$ cat config.mk
export PLATFORM = sky130hd
export DESIGN_NAME = smeu_ram
export DESIGN_NICKNAME = d
export VERILOG_FILES = /design/src/hdl/stack_machine_execute_unit_macros.svh /design/src/hdl/smeu_ram.sv
export SDC_FILE = /design/constraint.sdc
export NUM_CORES = 2
export LEC_CHECK = 0
export BUFFER_PORTS_ARGS = -buffer_cell sky130_fd_sc_hd__buf_2
export CORE_MARGIN = 2
export CORE_UTILIZATION = 34
export DETAILED_ROUTE_END_ITERATION = 6
export PLACE_DENSITY = 0.47
export SYNTH_ARGS = -nofsm -noshare
export SYNTH_HDL_FRONTEND = slang
export SYNTH_SLANG_ARGS = --single-unit
export TNS_END_PERCENT = 10
$ cat constraint.sdc
create_clock -name clk -period 3.8 [get_ports clk]
set_input_delay 0.19 -clock clk [delete_from_list [all_inputs] [get_ports clk]]
set_output_delay 0.19 -clock clk [all_outputs]
set_load 0.1 [all_outputs]
$ cat src/hdl/stack_machine_execute_unit_macros.svh
// ----------------------------------------------------------------------------
// stack_machine_execute_unit_macros
// assertion macros used by the execute unit
// ----------------------------------------------------------------------------
`ifndef STACK_MACHINE_EXECUTE_UNIT_MACROS_SVH
`define STACK_MACHINE_EXECUTE_UNIT_MACROS_SVH
`ifndef SYNTHESIS
// checked outside reset
`define SMEU_ASSERT(lbl, clk, rst_n, prop) \
  lbl: assert property (@(posedge clk) disable iff (!rst_n) prop) \
    else $error("smeu assertion failed");
// checked at every edge, reset included
`define SMEU_ASSERT_ALWAYS(lbl, clk, prop) \
  lbl: assert property (@(posedge clk) prop) \
    else $error("smeu assertion failed");
`else
`define SMEU_ASSERT(lbl, clk, rst_n, prop)
`define SMEU_ASSERT_ALWAYS(lbl, clk, prop)
`endif
`endif

$ cat src/hdl/smeu_ram.sv
// ----------------------------------------------------------------------------
// smeu_ram
// generic single write port ram with registered read
// ----------------------------------------------------------------------------
module smeu_ram #(
  parameter int WIDTH = 32,
  parameter int DEPTH = 64
) (
  input  logic                     clk,
  input  logic                     we,
  input  logic [$clog2(DEPTH)-1:0] waddr,
  input  logic [WIDTH-1:0]         wdata,
  input  logic [$clog2(DEPTH)-1:0] raddr,
  output logic [WIDTH-1:0]         rdata
);

  logic [WIDTH-1:0] mem [DEPTH];

  always_ff @(posedge clk) begin
    if (we) begin
      mem[waddr] <= wdata;
    end
    rdata <= mem[raddr];
  end

endmodule

* Word-level counts from Yosys, hierarchy flattened
Memories as Yosys holds them, arrays and structs flattened. A register that Yosys moved wholly into a read port is not among the register bits. Cells that the tools add are included.
Storage, ports and cells: bits in registers 0, latch bits 0, bits in writable memories 2048, ROM bits 0, input port bits 46, output and inout bits 32, word-level logic and storage cells 3, memories 1
Operators by class: add/sub/neg operators 0, multipliers 0, divide/modulo/power cells 0, order comparisons 0, equality and inequality tests 0, shift operators 0, multiplexer cells 2, bitwise gates (word level) 0, reductions and logical operators 0
Memory list:
- mem | words 64, bits a word 32, rd ports 1, clocked after Yosys merged registers in 1, wr ports 1, line smeu_ram.sv:17 | logic [WIDTH-1:0] mem [DEPTH];
Operators by type and width (number):
- $mux W1 | 2

* Depth between registers and ports, before layout
depth in word-level cells 2, depth in mapped cells 10, depth with buffers taken out 5

* Least setup slack after synthesis
No wires, ideal clock.
path kind in2reg, start point in waddr[3], end point mem mem[48][0], enable pin, setup time 461 ps, arrival time 2889 ps, data required time 3339 ps, setup slack 450 ps, stages on the path 4, buffers on the path 1, cells stage by stage clkbuf_1 -> nor2b_1 -> nand4b_1 -> nor3_1
RTL lines:
- start, declared | line smeu_ram.sv:11 | input logic [$clog2(DEPTH)-1:0] waddr,
- end, declared | line smeu_ram.sv:17
No word-level cell before the write port.

* Final worst setup path
start point in waddr[2], end point mem mem[45][24], enable pin
No word-level cell before the write port.

==> impl_metrics.toml <==
[drt]
viasPerCell = 5.31
wl_per_cell_um = 31.7
wl_um = 220000
drt_iter0_markers = 3528
num_vias = 36700
drtPass1Iterations = 7
drc = 0
postRouteAntennaNets = 0

[clock_network]
ctsHoldBuffers = 21
numCtsBuffers = 221
cts_setup_buffers = 0
cts_tree = "built"
clockBufferDepth = 3
cts_resized = 0
path_clk_slew_ps = 60
htreeDepth = 4
cts_sinks = 2080
root_buffer = "clkbuf_16"
clkLatencyLatePin_ps = 860

[sta]
hold_ws_ps = 54.5
max_slew_margin_pct = 18.3
skew_ps = 39.0
tightestPinTransition_ps = 1220
rsz0062_at_grt = "no"
fin_crit_ps = 2520
fmax_mhz = 397
finalSetupTns_ps = 0
finalSetupViolCount = 0
slew_violations = 0
finalCritPeriodShare_pct = 66.3
hold_viol = 0
setup_ws_ps = 1280

[global_route]
top_usage_layer = "met2"
grt_pass1_wl_um = 306000
grtUsageTotal_pct = 18.6
met2_usage_pct = 29.6
grt_max_degree = 65
grt_use_met3_pct = 3.26
grt_overflow_total = 0
grt_pass1_vias = 38300
use_met1_pct = 26.0
antenna_found_initial = 20

[logic_synthesis]
syn_avg_cell_area_um2 = 23.6
synth_nets = 3370
synth_xor_area_share_pct = 0
synth_compound_area_share_pct = 1.67
synth_seq_cells = 2080
synth_mux_area_share_pct = 16.8
synth_area_um2 = 78500
synth_top_family_by_area = "multiplexers"
synth_top_area_cell = "edfxtp_1"
yosysWarnings = 0
synth_cell_types = 34
synth-seq-area-share_pct = 79.1
synthAdderAreaFrac_pct = 0
synth_top_area_share_pct = 78.3
syn_inst = 3324
synth_area_leaders = "edfxtp_1 (78%), mux4_2 (16%), mux2i_1 (1.2%)"
yosys.area_share.simple_pct = 1.27

[finish]
final_cell_mix = "edfxtp_1 (2048), mux4_2 (544), clkbuf_16 (222)"
drive_above_1_share_pct = 31.3
fin_nets = 3731
nFillCells = 20400
final_util_pct = 40.0
instances_no_fill = 6924
seq_area_um2 = 62100
multi_input_area_um2 = 16000
syn_to_final_growth_pct = 17.0
design_area_um2 = 91900
final_common_cell = "edfxtp_1"

[power_and_ir_drop]
max-vdd-ir-drop_mv = 0.375
total_leakage_power_nw = 28.5
p_total_mw = 49.1
powerDensity_nw_per_um2 = 534

[run_status]
run_status = "finished clean"

[critical_path]
critPathMaxFanout = 25
path_class = "in -> reg"
startpoint_type = "input port"
arrival_ps = 3040
endpoint_kind = "flip-flop"
cp.required_ps = 4320

[placement]
dp_hpwl_um = 127000
dp.cells = 6467
gp_congestion = 0.743
numPortBuffers = 77
place_ws_ps = 323
dpl_cell_area_um2 = 84600

[floorplan]
ioPinCount = 78
dieWidth_um = 485
core_area_um2 = 230000
start_util_pct = 34.2
placement_rows = 176
die_area_um2 = 235000
dieHeight_um = 485

[worst_hold_path]
min_path_type = "in -> reg"

[run]
drv_cap = 0
-- worst paths after layout --
check / startpoint / to / slack [ps] / cells past startpoint
setup reg to reg: mem[46][14] / rdata[14] / 1390 / 4
hold / removal: wdata[19] / mem[5][19] / 50 / 2
setup / recovery: waddr[2] / mem[45][24] / 1280 / 6
hold reg to reg: mem[13][4] / rdata[4] / 740 / 4
-- worst max-delay path, stage by stage --
cell           delay, ps
dlygate4sd3_1        620
buf_2                310
nor2b_1              210
nand3_1              600
nor2_4               730
buf_12               310
-- power by group --
part           switching [mW]  internal (mW)  total [mW]
sequential              0.147           25.4        25.6
combinational            1.85          0.935        2.79
clock                    8.95           11.8        20.7
-- area by class of cell --
class                      count  area share [%]
clock inverter               109            1.04
antenna                       20          0.0545
sequential                  2080            67.6
clock buffer                 307            6.57
tap                         3026            4.12
multi-input combinational   1062            17.4
timing repair buffer         320            3.21
-- metal layers --
| metal | up-vias | routed length [um] |
|---|---|---|
| met1 | 20400 | 95100 |
| met4 | 0 | 6780 |
| met5 | - | 0 |
| met2 | 1045 | 105000 |
| li1 | 15100 | - |
| met3 | 300 | 12200 |
-- synth_stat cells --
library cell and number:
a21oi_1 62, a22oi_1 12, a311oi_1 8, a31oi_1 1, a41o_1 4, and2_1 2, and3_1 4, buf_1 21
buf_2 57, buf_4 25, buf_6 5, clkbuf_1 74, dfxtp_1 32, edfxtp_1 2048, mux2i_1 93, mux4_2 544
nand2_1 26, nand2b_1 8, nand3_1 5, nand3b_1 5, nand4_1 2, nand4b_1 1, nor2_1 137, nor2b_1 15
nor3_1 7, o221ai_1 27, o22ai_1 84, o32ai_1 4, or2_0 1, or2_1 1, or2_2 1, or3_1 3
or3b_1 2, or3b_2 3
-- kinds of logic (layout without fill, tap and decap cells) --
group | after synthesis | count (layout)
buffers and inverters | 182 | 736
multiplexers | 637 | 637
AND/OR/NAND/NOR | 223 | 223
flip-flops | 2080 | 2080
other | 0 | 20
AO/OA/AOI/OAI | 202 | 202
-- registers in the layout, summed over array words and instances, names as in the netlist --
signal and cells:
rdata 32, mem 2048
(Power assumes the default switching activity.)
