## config.mk

```make
export PLATFORM = sky130hd
export DESIGN_NAME = smeu_divider
export DESIGN_NICKNAME = d
export VERILOG_FILES = /design/src/hdl/stack_machine_execute_unit_macros.svh /design/src/hdl/smeu_pkg.sv /design/src/hdl/smeu_divider.sv
export SDC_FILE = /design/constraint.sdc
export NUM_CORES = 1
export LEC_CHECK = 0
export BUFFER_PORTS_ARGS = -buffer_cell sky130_fd_sc_hd__buf_2
export CORE_MARGIN = 8
export CORE_UTILIZATION = 55
export CTS_BUF_LIST = sky130_fd_sc_hd__clkbuf_16
export DETAILED_ROUTE_END_ITERATION = 16
export PLACE_DENSITY = 0.78
export SETUP_SLACK_MARGIN = 0.1
export SLEW_MARGIN = 20
export SYNTH_ARGS = -nofsm -noshare
export SYNTH_HDL_FRONTEND = slang
export SYNTH_SLANG_ARGS = --single-unit
```

## constraint.sdc

```tcl
create_clock -name clk -period 5.7 [get_ports clk]
set_clock_uncertainty 0.05 [all_clocks]
set_input_delay 1.14 -clock clk [delete_from_list [all_inputs] [get_ports clk]]
set_output_delay 1.14 -clock clk [all_outputs]
set_load 0.01 [all_outputs]
```

## src/hdl/stack_machine_execute_unit_macros.svh

```systemverilog
// ----------------------------------------------------------------------------
// stack_machine_execute_unit_macros
// assertion macros used by the execute unit
// ----------------------------------------------------------------------------
`ifndef STACK_MACHINE_EXECUTE_UNIT_MACROS_SVH
`define STACK_MACHINE_EXECUTE_UNIT_MACROS_SVH
`ifndef SYNTHESIS
// checked outside reset
`define SMEU_ASSERT(lbl, clk, rst_n, prop) \
  lbl: assert property (@(posedge clk) disable iff (!rst_n) prop) \
    else $error("smeu assertion failed");
// checked at every edge, reset included
`define SMEU_ASSERT_ALWAYS(lbl, clk, prop) \
  lbl: assert property (@(posedge clk) prop) \
    else $error("smeu assertion failed");
`else
`define SMEU_ASSERT(lbl, clk, rst_n, prop)
`define SMEU_ASSERT_ALWAYS(lbl, clk, prop)
`endif
`endif

```

## src/hdl/smeu_pkg.sv

```systemverilog
// ----------------------------------------------------------------------------
// smeu_pkg
// types, sizes and helper functions of the stack machine execute unit
// ----------------------------------------------------------------------------
package smeu_pkg;

  localparam int STACK_DEPTH = 64;
  localparam int MEM_WORDS   = 256;
  localparam int DATA_W      = 32;
  localparam int SW          = $clog2(STACK_DEPTH);
  localparam int CW          = $clog2(STACK_DEPTH + 1);
  localparam int MW          = $clog2(MEM_WORDS);

  typedef enum logic [3:0] {
    OP_PUSH  = 4'd0,
    OP_DUP   = 4'd1,
    OP_ADD   = 4'd2,
    OP_SUB   = 4'd3,
    OP_MUL   = 4'd4,
    OP_DIV   = 4'd5,
    OP_MOD   = 4'd6,
    OP_SAY   = 4'd7,
    OP_END   = 4'd8,
    OP_JZ    = 4'd9,
    OP_JUMP  = 4'd10,
    OP_STORE = 4'd11,
    OP_LOAD  = 4'd12,
    OP_SWAP  = 4'd13
  } smeu_op_t;

  typedef enum logic [2:0] {
    ST_OK    = 3'd0,
    ST_OVER  = 3'd1,
    ST_UNDER = 3'd2,
    ST_DIVZ  = 3'd3,
    ST_END   = 3'd4,
    ST_IGN   = 3'd5
  } smeu_status_t;

  // divider status toward the sequencer
  typedef struct packed {
    logic              busy;
    logic              done;
    logic [DATA_W-1:0] quotient;
    logic [DATA_W-1:0] remainder;
  } smeu_div_res_t;

  // word address modulo MEM_WORDS, one compare and subtract per bit
  function automatic logic [MW-1:0] mem_index(input logic [7:0] a);
    logic [31:0] v;
    v = 32'(a);
    for (int k = 7; k >= 0; k--) begin
      if (v >= (32'(MEM_WORDS) << k)) begin
        v = v - (32'(MEM_WORDS) << k);
      end
    end
    return MW'(v);
  endfunction

endpackage

```

## src/hdl/smeu_divider.sv

```systemverilog
// ----------------------------------------------------------------------------
// smeu_divider
// signed 32-bit divider, one quotient bit per cycle, truncating toward zero
// ----------------------------------------------------------------------------
module smeu_divider
  import smeu_pkg::*;
(
  input  logic              clk,
  input  logic              rst_n,
  input  logic              start,
  input  logic [DATA_W-1:0] dividend,
  input  logic [DATA_W-1:0] divisor,
  output smeu_div_res_t     res
);

  localparam int IW = $clog2(DATA_W + 1);

  logic              busy_r, busy_nxt;
  logic              done_r, done_nxt;
  logic [IW-1:0]     iter_r, iter_nxt;
  logic [DATA_W:0]   rem_r, rem_nxt;
  logic [DATA_W-1:0] quo_r, quo_nxt;
  logic [DATA_W-1:0] dvs_r, dvs_nxt;
  logic              neg_q_r, neg_q_nxt;
  logic              neg_r_r, neg_r_nxt;
  logic [DATA_W:0]   rem_sh;

  always_comb begin
    busy_nxt  = busy_r;
    done_nxt  = done_r;
    iter_nxt  = iter_r;
    rem_nxt   = rem_r;
    quo_nxt   = quo_r;
    dvs_nxt   = dvs_r;
    neg_q_nxt = neg_q_r;
    neg_r_nxt = neg_r_r;
    rem_sh    = {rem_r[DATA_W-1:0], quo_r[DATA_W-1]};
    if (start) begin
      busy_nxt  = 1'b1;
      done_nxt  = 1'b0;
      iter_nxt  = '0;
      rem_nxt   = '0;
      quo_nxt   = dividend[DATA_W-1] ? (~dividend + 1'b1) : dividend;
      dvs_nxt   = divisor[DATA_W-1] ? (~divisor + 1'b1) : divisor;
      neg_q_nxt = dividend[DATA_W-1] ^ divisor[DATA_W-1];
      neg_r_nxt = dividend[DATA_W-1];
    end else if (busy_r) begin
      // restoring step
      if (rem_sh >= {1'b0, dvs_r}) begin
        rem_nxt = rem_sh - {1'b0, dvs_r};
        quo_nxt = {quo_r[DATA_W-2:0], 1'b1};
      end else begin
        rem_nxt = rem_sh;
        quo_nxt = {quo_r[DATA_W-2:0], 1'b0};
      end
      iter_nxt = iter_r + 1'b1;
      if (iter_r == IW'(DATA_W - 1)) begin
        busy_nxt = 1'b0;
        done_nxt = 1'b1;
      end
    end
  end

  always_ff @(posedge clk) begin
    if (!rst_n) begin
      busy_r <= 1'b0;
      done_r <= 1'b0;
    end else begin
      busy_r <= busy_nxt;
      done_r <= done_nxt;
    end
  end

  always_ff @(posedge clk) begin
    iter_r  <= iter_nxt;
    rem_r   <= rem_nxt;
    quo_r   <= quo_nxt;
    dvs_r   <= dvs_nxt;
    neg_q_r <= neg_q_nxt;
    neg_r_r <= neg_r_nxt;
  end

  // sign fixup; the most negative quotient wraps onto itself
  assign res.busy      = busy_r;
  assign res.done      = done_r;
  assign res.quotient  = neg_q_r ? (~quo_r + 1'b1) : quo_r;
  assign res.remainder = neg_r_r ? (~rem_r[DATA_W-1:0] + 1'b1) : rem_r[DATA_W-1:0];

endmodule

```

Word level (Yosys, flattened, before mapping) --
Cells that the tools add are included.
Word-level totals: register bits after elaboration 106, bits in latches 0, memory bits (writable) 0, ROM bits 0, bits of input ports 67, memories kept 0
Operators by class: add/sub/neg operators 6, multiply operators 0, divide/modulo/power cells 0, $lt $le $gt $ge 1, equal/unequal tests 1, shift-type cells 0, mux-type cells 11, bitwise logic cells 6, reduce and logical (&&, ||, !) cells 3
Operators with widths (count):
- $mux W32 | 6
- $add A32 B1 Y32 const B | 4
- $not A32 Y32 | 4
- $ge A33 B32 Y1 | 1
- $sub A32 B32 Y32 | 1
- $mux W31 | 1
- $add A6 B1 Y6 const B | 1
- $eq A6 B5 Y1 const B | 1
- $mux W1 | 4
- $reduce_and A2 Y1 | 1
- $reduce_bool A2 Y1 | 1
- $reduce_or A2 Y1 | 1
- $not A1 Y1 | 1
- $xor A1 B1 Y1 | 1

Depth between registers and ports, before layout --
Gate-level depths: netlist (run 1).
depth after elaboration 4, mapped depth 12

Worst setup path before layout (run 1) --
Ideal clock, no wire load.
path type input -> register, start point input divisor[3], end point register dvs_r[27] (data pin), library setup time 0.260 ns, arrival 4.165 ns, data required time 5.390 ns, slack 1.225 ns, cell stages on the path 9, buffers on the path 0, cells stage by stage or3_1 or2_1 or3_1 or4_4 or4_4 or3_1 or4_4 o31ai_2 xnor2_1
Between the ends: longest elaborated chain between the ends 3
RTL lines:
- start, declared | RTL line smeu_divider.sv:12 | input logic [DATA_W-1:0] divisor,
- $not A32 Y32 | RTL line smeu_divider.sv:44 | dvs_nxt = divisor[DATA_W-1] ? (~divisor + 1'b1) : divisor;
- $add A32 B1 Y32 | RTL line smeu_divider.sv:44
- $mux W31 | RTL line smeu_divider.sv:44
- end signal, assigned | RTL line smeu_divider.sv:78 | dvs_r <= dvs_nxt;
- end, declared | RTL line smeu_divider.sv:23 | logic [DATA_W-1:0] dvs_r, dvs_nxt;
Every way passes these cells. A chain may end at the register's enable or synchronous reset.

==> impl_metrics.ini, run 1 <==
[finish]
syn2layout_area_growth_pct = 13.0
num-fill-cells = 1305
n_antenna_cell = 0
drive_above_1_share_pct = 15.8
fin_nets = 1168

[synthesis]
ys_seq_elements = 106
async_flop_share_pct = 0
ys_seq_area_share_pct = 33.8
synth_area_sq_um = 8230
synth_ff_type = edfxtp_1
ys_warn_count = 0
avgSynthCellArea_sq_um = 8.60
synthDistinctLibCells = 60
syn-instance-count = 957
synth_edf_count = 66
synth_nets = 1062

[sta]
finalCritPeriodShare_pct = 78.4
tightest_slew_ns = 0.948
fmax_mhz = 224
setup_violations = 0
rsz0062_at_grt = no
hold_viol = 0
min_period_ns = 4.47
hold_ws_ns = 0.457
slew_violations = 0
fin_tns_setup_ns = 0
slew_headroom_pct = 36.8

[worst_setup_path]
critPathCaptureType = output port
critPathArrivalTime_ns = 3.28
cp_max_fo = 8
path_class = reg2out
cp_top_family = simple AND/OR/NAND/NOR gates
worstPathCellList = or4_1 -> nor4_1 -> nand2b_1 -> or3_1 -> or3_1 -> o41ai_1 -> xnor2_1 -> buf_2
critPathMaxStageDelay_ns = 0.62
cp_num_buf_inv = 1
start_kind = flip-flop
cp_slowest_cell = or4_1
crit_required_ns = 4.51
r2r_slack_ns = 1.81
cpMostUsedCell = or3_1

[clock_tree]
cts-root-buf = clkbuf_16
insertion_delay_ns = 0.35
clock-sinks = 106
numCtsBuffers = 9
cts_setup_buffers = 0
cts_hold_buf = 0
htree_num_levels = 3
clock_path_buffers = 2
cts_resized = 0
tritoncts = built
clkTransAtPathRegs_ns = 0.07

[status]
outcome = complete, no violations

[global_route]
grt_use_met3_pct = 3.22
met1_usage_pct = 26.1
top_usage_layer = met2
met2_usage_pct = 30.7
overflow = 0
grt_pass1_vias = 6628
grt_max_degree = 62
grt_pass1_wl_mm = 31.9
grt.total_usage_pct = 19.4
antenna_found_initial = 0

[route]
final_antenna_net_count = 0
vias = 7202
drt_iter0_markers = 522
avgRoutedWirePerCell_um = 15.3
via_per_inst = 5.75
wl_mm = 19.2
drtPass1Iterations = 6
drc = 0

[hold_path]
hold_path.class = reg2reg

[die]
core_sq_um = 14600
row_count = 44
start_util_pct = 56.4
die_y_um = 138
dieArea_sq_um = 19100
pin_count = 133
die_x_um = 138

[pwr]
max-vdd-ir-drop_mv = 0.138
leakage_uw = 0.00370
powerDensity_nw_per_um2 = 251

[place]
post-dp-hpwl_mm = 14.8
numPortBuffers = 132
place_congestion = 0.918

[flow_run]
maxCapViolations = 0
-- synthesized netlist by cell type (all sizes together) (8+ instances only) --
master | count | area, sq um
dfxtp | 40 | 801
nor2 | 81 | 304
nand2b | 10 | 62.6
mux2i | 10 | 100
xnor2 | 109 | 955
a21oi | 57 | 285
inv | 49 | 184
o31ai | 36 | 280
ha | 37 | 463
edfxtp | 66 | 1980
o21ai | 66 | 330
nor3 | 9 | 45.0
nand2 | 110 | 413
a311oi | 20 | 175
a21o | 9 | 67.6
nand4 | 9 | 56.3
buf | 8 | 45.0
o41ai | 20 | 194
xor2 | 42 | 368
clkbuf | 35 | 131
nor4 | 9 | 56.3
or3 | 25 | 156
or4 | 20 | 161
-- per-stage QoR --
step                      utilization [%]  setup slack, ns  cell area [sq um]  total power [uW]  std cells
after detailed placement             61.6            0.953               8990              1710       1236
final                                63.7             1.23               9300              2340       1252
after CTS                            63.7             1.22               9300              2340       1252
after floorplan                         -             1.23               8230              1480        957
after global routing                 63.7            0.924               9300              2460       1252
after global placement               61.6             1.01               8990              1700       1236
-- final timing paths --
check	cells after the start	start	to
setup / recovery	8	rem_r[6]$_SDFFE_PP0P_	res[26]
hold / removal	2	iter_r[5]$_SDFFE_PP0P_	iter_r[5]$_SDFFE_PP0P_
setup reg to reg	11	rem_r[2]$_SDFFE_PP0P_	rem_r[1]$_SDFFE_PP0P_
hold reg to reg	2	iter_r[5]$_SDFFE_PP0P_	iter_r[5]$_SDFFE_PP0P_
-- area by class of cell --
| class | count | area (sq um) | area share [%] |
|---|---|---|---|
| inverter | 49 | 184 | 1.98 |
| timing repair buffer | 138 | 708 | 7.62 |
| tap | 184 | 230 | 2.48 |
| clock inverter | 6 | 55.1 | 0.592 |
| clock buffer | 10 | 250 | 2.69 |
| sequential | 106 | 2780 | 29.9 |
| multi-input combinational | 759 | 5090 | 54.7 |
-- cell usage in the layout, fill, tap and decap left out, types with 7 or more instances in the layout --
cell	count
nor2b_1	7
nand2b_1	10
nand2_1	110
a21o_1	9
xor2_1	42
nand4_1	9
or3_1	25
nor4_1	9
a21oi_1	57
ha_1	37
edfxtp_1	66
or4_1	17
inv_1	51
o21ai_0	65
xnor2_1	109
o41ai_1	19
clkbuf_16	10
nor3_1	9
buf_4	7
dfxtp_1	39
nor2_1	81
o31ai_1	34
buf_2	131
a311oi_1	20
mux2i_1	10
-- per-layer routing --
metal	vias up	routed length, um
li1	3688	-
met1	3268	9230
met2	223	8440
met3	23	1090
met4	0	381
met5	-	0
-- tightest hold or removal path: cells and delay by family, from the launching register on --
family         cells  cell delay, ns
AO/OA/AOI/OAI      2            0.14
flip-flops         1            0.32
-- state kept, by name (all words and copies together), names as in the netlist --
name     flops
dvs_r       32
quo_r       32
rem_r       32
iter_r       6
busy_r       1
done_r       1
neg_q_r      1
neg_r_r      1
-- power by group --
part / internal (uW) / switching (uW)
sequential: 896 / 79.3
clock: 364 / 275
combinational: 319 / 403
-- logic make-up (layout without fill, tap and decap cells) --
group | count (synthesis) | in the layout | synth area share (%)
AND/OR/NAND/NOR | 309 | 309 | 18.1
buffers and inverters | 92 | 203 | 4.38
flip-flops | 106 | 106 | 33.8
XOR/XNOR | 151 | 151 | 16.1
AO/OA/AOI/OAI | 249 | 249 | 20.3
multiplexers | 12 | 12 | 1.49
adder cells (fa/ha/maj) | 38 | 38 | 5.87
(Power assumes the default switching activity.)
==> inputs of run 2 (changes only) <==
--- a/config.mk
+++ b/config.mk
@@ -5,12 +5,13 @@
 export SDC_FILE = /design/constraint.sdc
 export NUM_CORES = 1
 export LEC_CHECK = 0
+export ABC_AREA = 1
 export BUFFER_PORTS_ARGS = -buffer_cell sky130_fd_sc_hd__buf_2
 export CORE_MARGIN = 8
 export CORE_UTILIZATION = 55
 export CTS_BUF_LIST = sky130_fd_sc_hd__clkbuf_16
 export DETAILED_ROUTE_END_ITERATION = 16
-export PLACE_DENSITY = 0.78
+export PLACE_DENSITY = 0.77
 export SETUP_SLACK_MARGIN = 0.1
 export SLEW_MARGIN = 20
 export SYNTH_ARGS = -nofsm -noshare
==> constraint.sdc (replaced) <==
create_clock -name clk -period 4.4 [get_ports clk]
set_clock_uncertainty 0.05 [all_clocks]
set_input_delay 0.88 -clock clk [delete_from_list [all_inputs] [get_ports clk]]
set_output_delay 0.88 -clock clk [all_outputs]
set_load 0.01 [all_outputs]
==> impl_metrics.ini, run 2 <==
[status]
outcome = complete, no violations

[clock_tree]
cts_setup_buffers = 0
htree_num_levels = 3
clock_path_buffers = 2
cts_hold_buf = 0
cts-root-buf = clkbuf_16
clock-sinks = 106
insertion_delay_ns = 0.36
clkTransAtPathRegs_ns = 0.08
tritoncts = built
numCtsBuffers = 9
cts_resized = 0

[synthesis]
synth_top_area_share_pct = 19.8
synth_nets = 1692
synth_area_sq_um = 10000
ys_warn_count = 0
synthDistinctLibCells = 42
synth_commonest_cells = nand2_1 (487), inv_1 (277), nand3_1 (143)
yosysTopAreaCell = edfxtp_1
yosys.cell_count.top_type = nand2_1
avgSynthCellArea_sq_um = 6.32
ys_seq_area_share_pct = 27.8
synthTopCellsByArea = edfxtp_1 (20%), nand2_1 (18%), inv_1 (10%)
ys_seq_elements = 106
synth_ff_type = edfxtp_1
async_flop_share_pct = 0
syn-instance-count = 1587
synth_edf_count = 66

[finish]
drive_above_1_share_pct = 10.9
layout_common_cells = nand2_1 (487), inv_1 (277), nand3_1 (143)
largestRegisters = dvs_r: 32 flops, quo_r: 32 flops, rem_r: 32 flops
num-fill-cells = 1765
final_common_cell = nand2_1
seq_area_sq_um = 2780
multi_input_comb_area_sq_um = 5970
syn2layout_area_growth_pct = 10.4
n_antenna_cell = 0
fin_nets = 1799
fin_cells = 1928

[route]
drc = 0
drt_iter0_markers = 910
avgRoutedWirePerCell_um = 15.6
wl_mm = 30.0
via_per_inst = 5.39
drtPass1Iterations = 5
final_antenna_net_count = 0
vias = 10400

[die]
dieArea_sq_um = 22800
die_x_um = 151
row_count = 49
core_sq_um = 17900
start_util_pct = 56.0
pin_count = 133
die_y_um = 151

[place]
post-dp-hpwl_mm = 24.4
place_congestion = 1.01
numPortBuffers = 132
place_inst = 1912
pre_cts_slack_ns = 1.38

[global_route]
grt.total_usage_pct = 26.3
grt_pass1_wl_mm = 47.7
antenna_found_initial = 0
grt_pass1_vias = 9688
grt_max_degree = 53
overflow = 0

[sta]
slew_headroom_pct = 34.4
min_period_ns = 3.50
slew_violations = 0
rsz0062_at_grt = no
fin_tns_setup_ns = 0
finalCritPeriodShare_pct = 79.5
worst_slack_ns = 0.903
setup_violations = 0
tightest_slew_ns = 0.978
fmax_mhz = 286
hold_viol = 0

[worst_setup_path]
critPathArrivalTime_ns = 2.57
r2r_slack_ns = 1.55
critPathMaxStageDelay_ns = 0.34
cp_max_fo = 5
crit_required_ns = 3.47
start_kind = flip-flop
cp_slowest_cell = dfxtp_1
cpMostUsedCell = nand2_1
worstPathCellList = inv_1 -> ha_1 -> nand3_1 -> inv_1 -> nand3_1 -> nor3_2 -> nand2_1 -> nor2_1 -> nand4_1 -> nand2_1 -> nand2_1 -> nand2_1 -> buf_2
critPathCaptureType = output port
path_class = reg2out

[pwr]
max-vdd-ir-drop_mv = 0.178
leakage_uw = 0.00602
powerDensity_nw_per_um2 = 248

[flow_run]
maxCapViolations = 0

[hold_path]
hold_path.class = reg2reg
run 2: critical path, delay by kind of cell, from the launching register on:
kind,cells,cell delay (ns)
simple gates,9,1.34
buf+inv,3,0.36
flops,1,0.34
fa+ha+maj,1,0.19
run 2: cells by family after synthesis:
kind of cell    share of synthesized area, %
buf+inv                                 12.7
xor+xnor                                10.2
simple gates                            37.6
fa+ha+maj                               4.82
flops                                   27.8
compound gates                          6.94
run 2: layout make-up:
type | count | share of cell area (%)
Clock buffer | 9 | 2.04
Clock inverter | 7 | 0.498
Inverter | 280 | 9.50
Multi-Input combinational cell | 1160 | 53.9
Sequential cell | 106 | 25.1
Tap cell | 229 | 2.59
Timing Repair Buffer | 137 | 6.31
run 2: path summary, 6_finish.rpt:
| path | to | cells past startpoint | start |
|---|---|---|---|
| worst max register to register | rem_r[26]$_SDFFE_PP0P_ | 14 | rem_r[22]$_SDFFE_PP0P_ |
| worst min register to register | done_r$_SDFFE_PP0P_ | 2 | done_r$_SDFFE_PP0P_ |
| worst min-delay path | done_r$_SDFFE_PP0P_ | 2 | done_r$_SDFFE_PP0P_ |
| worst max-delay path | res[20] | 13 | rem_r[0]$_SDFFE_PP0P_ |
run 2: report_power, final:
group,internal [uW],switching (uW)
combinational,260,478
clock,391,403
sequential,1140,63.9
run 2: layer usage:
| metal | share of wire (%) | global-route usage [%] |
|---|---|---|
| met1 | 43 | 33.6 |
| met2 | 46 | 44.0 |
| met3 | 6.5 | 2.99 |
| met4 | 3.8 | 11.8 |
| met5 | 0 | 0 |
run 2: stage by stage:
| stage | total power [uW] | area, sq um | utilization (%) | hold slack (ns) |
|---|---|---|---|---|
| 2_1_floorplan | 1680 | 10000 | - | 0.376 |
| 3_3_place_gp | 1950 | 10800 | 60.2 | 0.384 |
| 3_5_place_dp | 1960 | 10800 | 60.2 | 0.391 |
| 4_1_cts | 2740 | 11100 | 61.8 | 0.405 |
| 5_1_grt | 2870 | 11100 | 61.8 | 0.445 |
| 6_report | 2740 | 11100 | 61.8 | 0.406 |
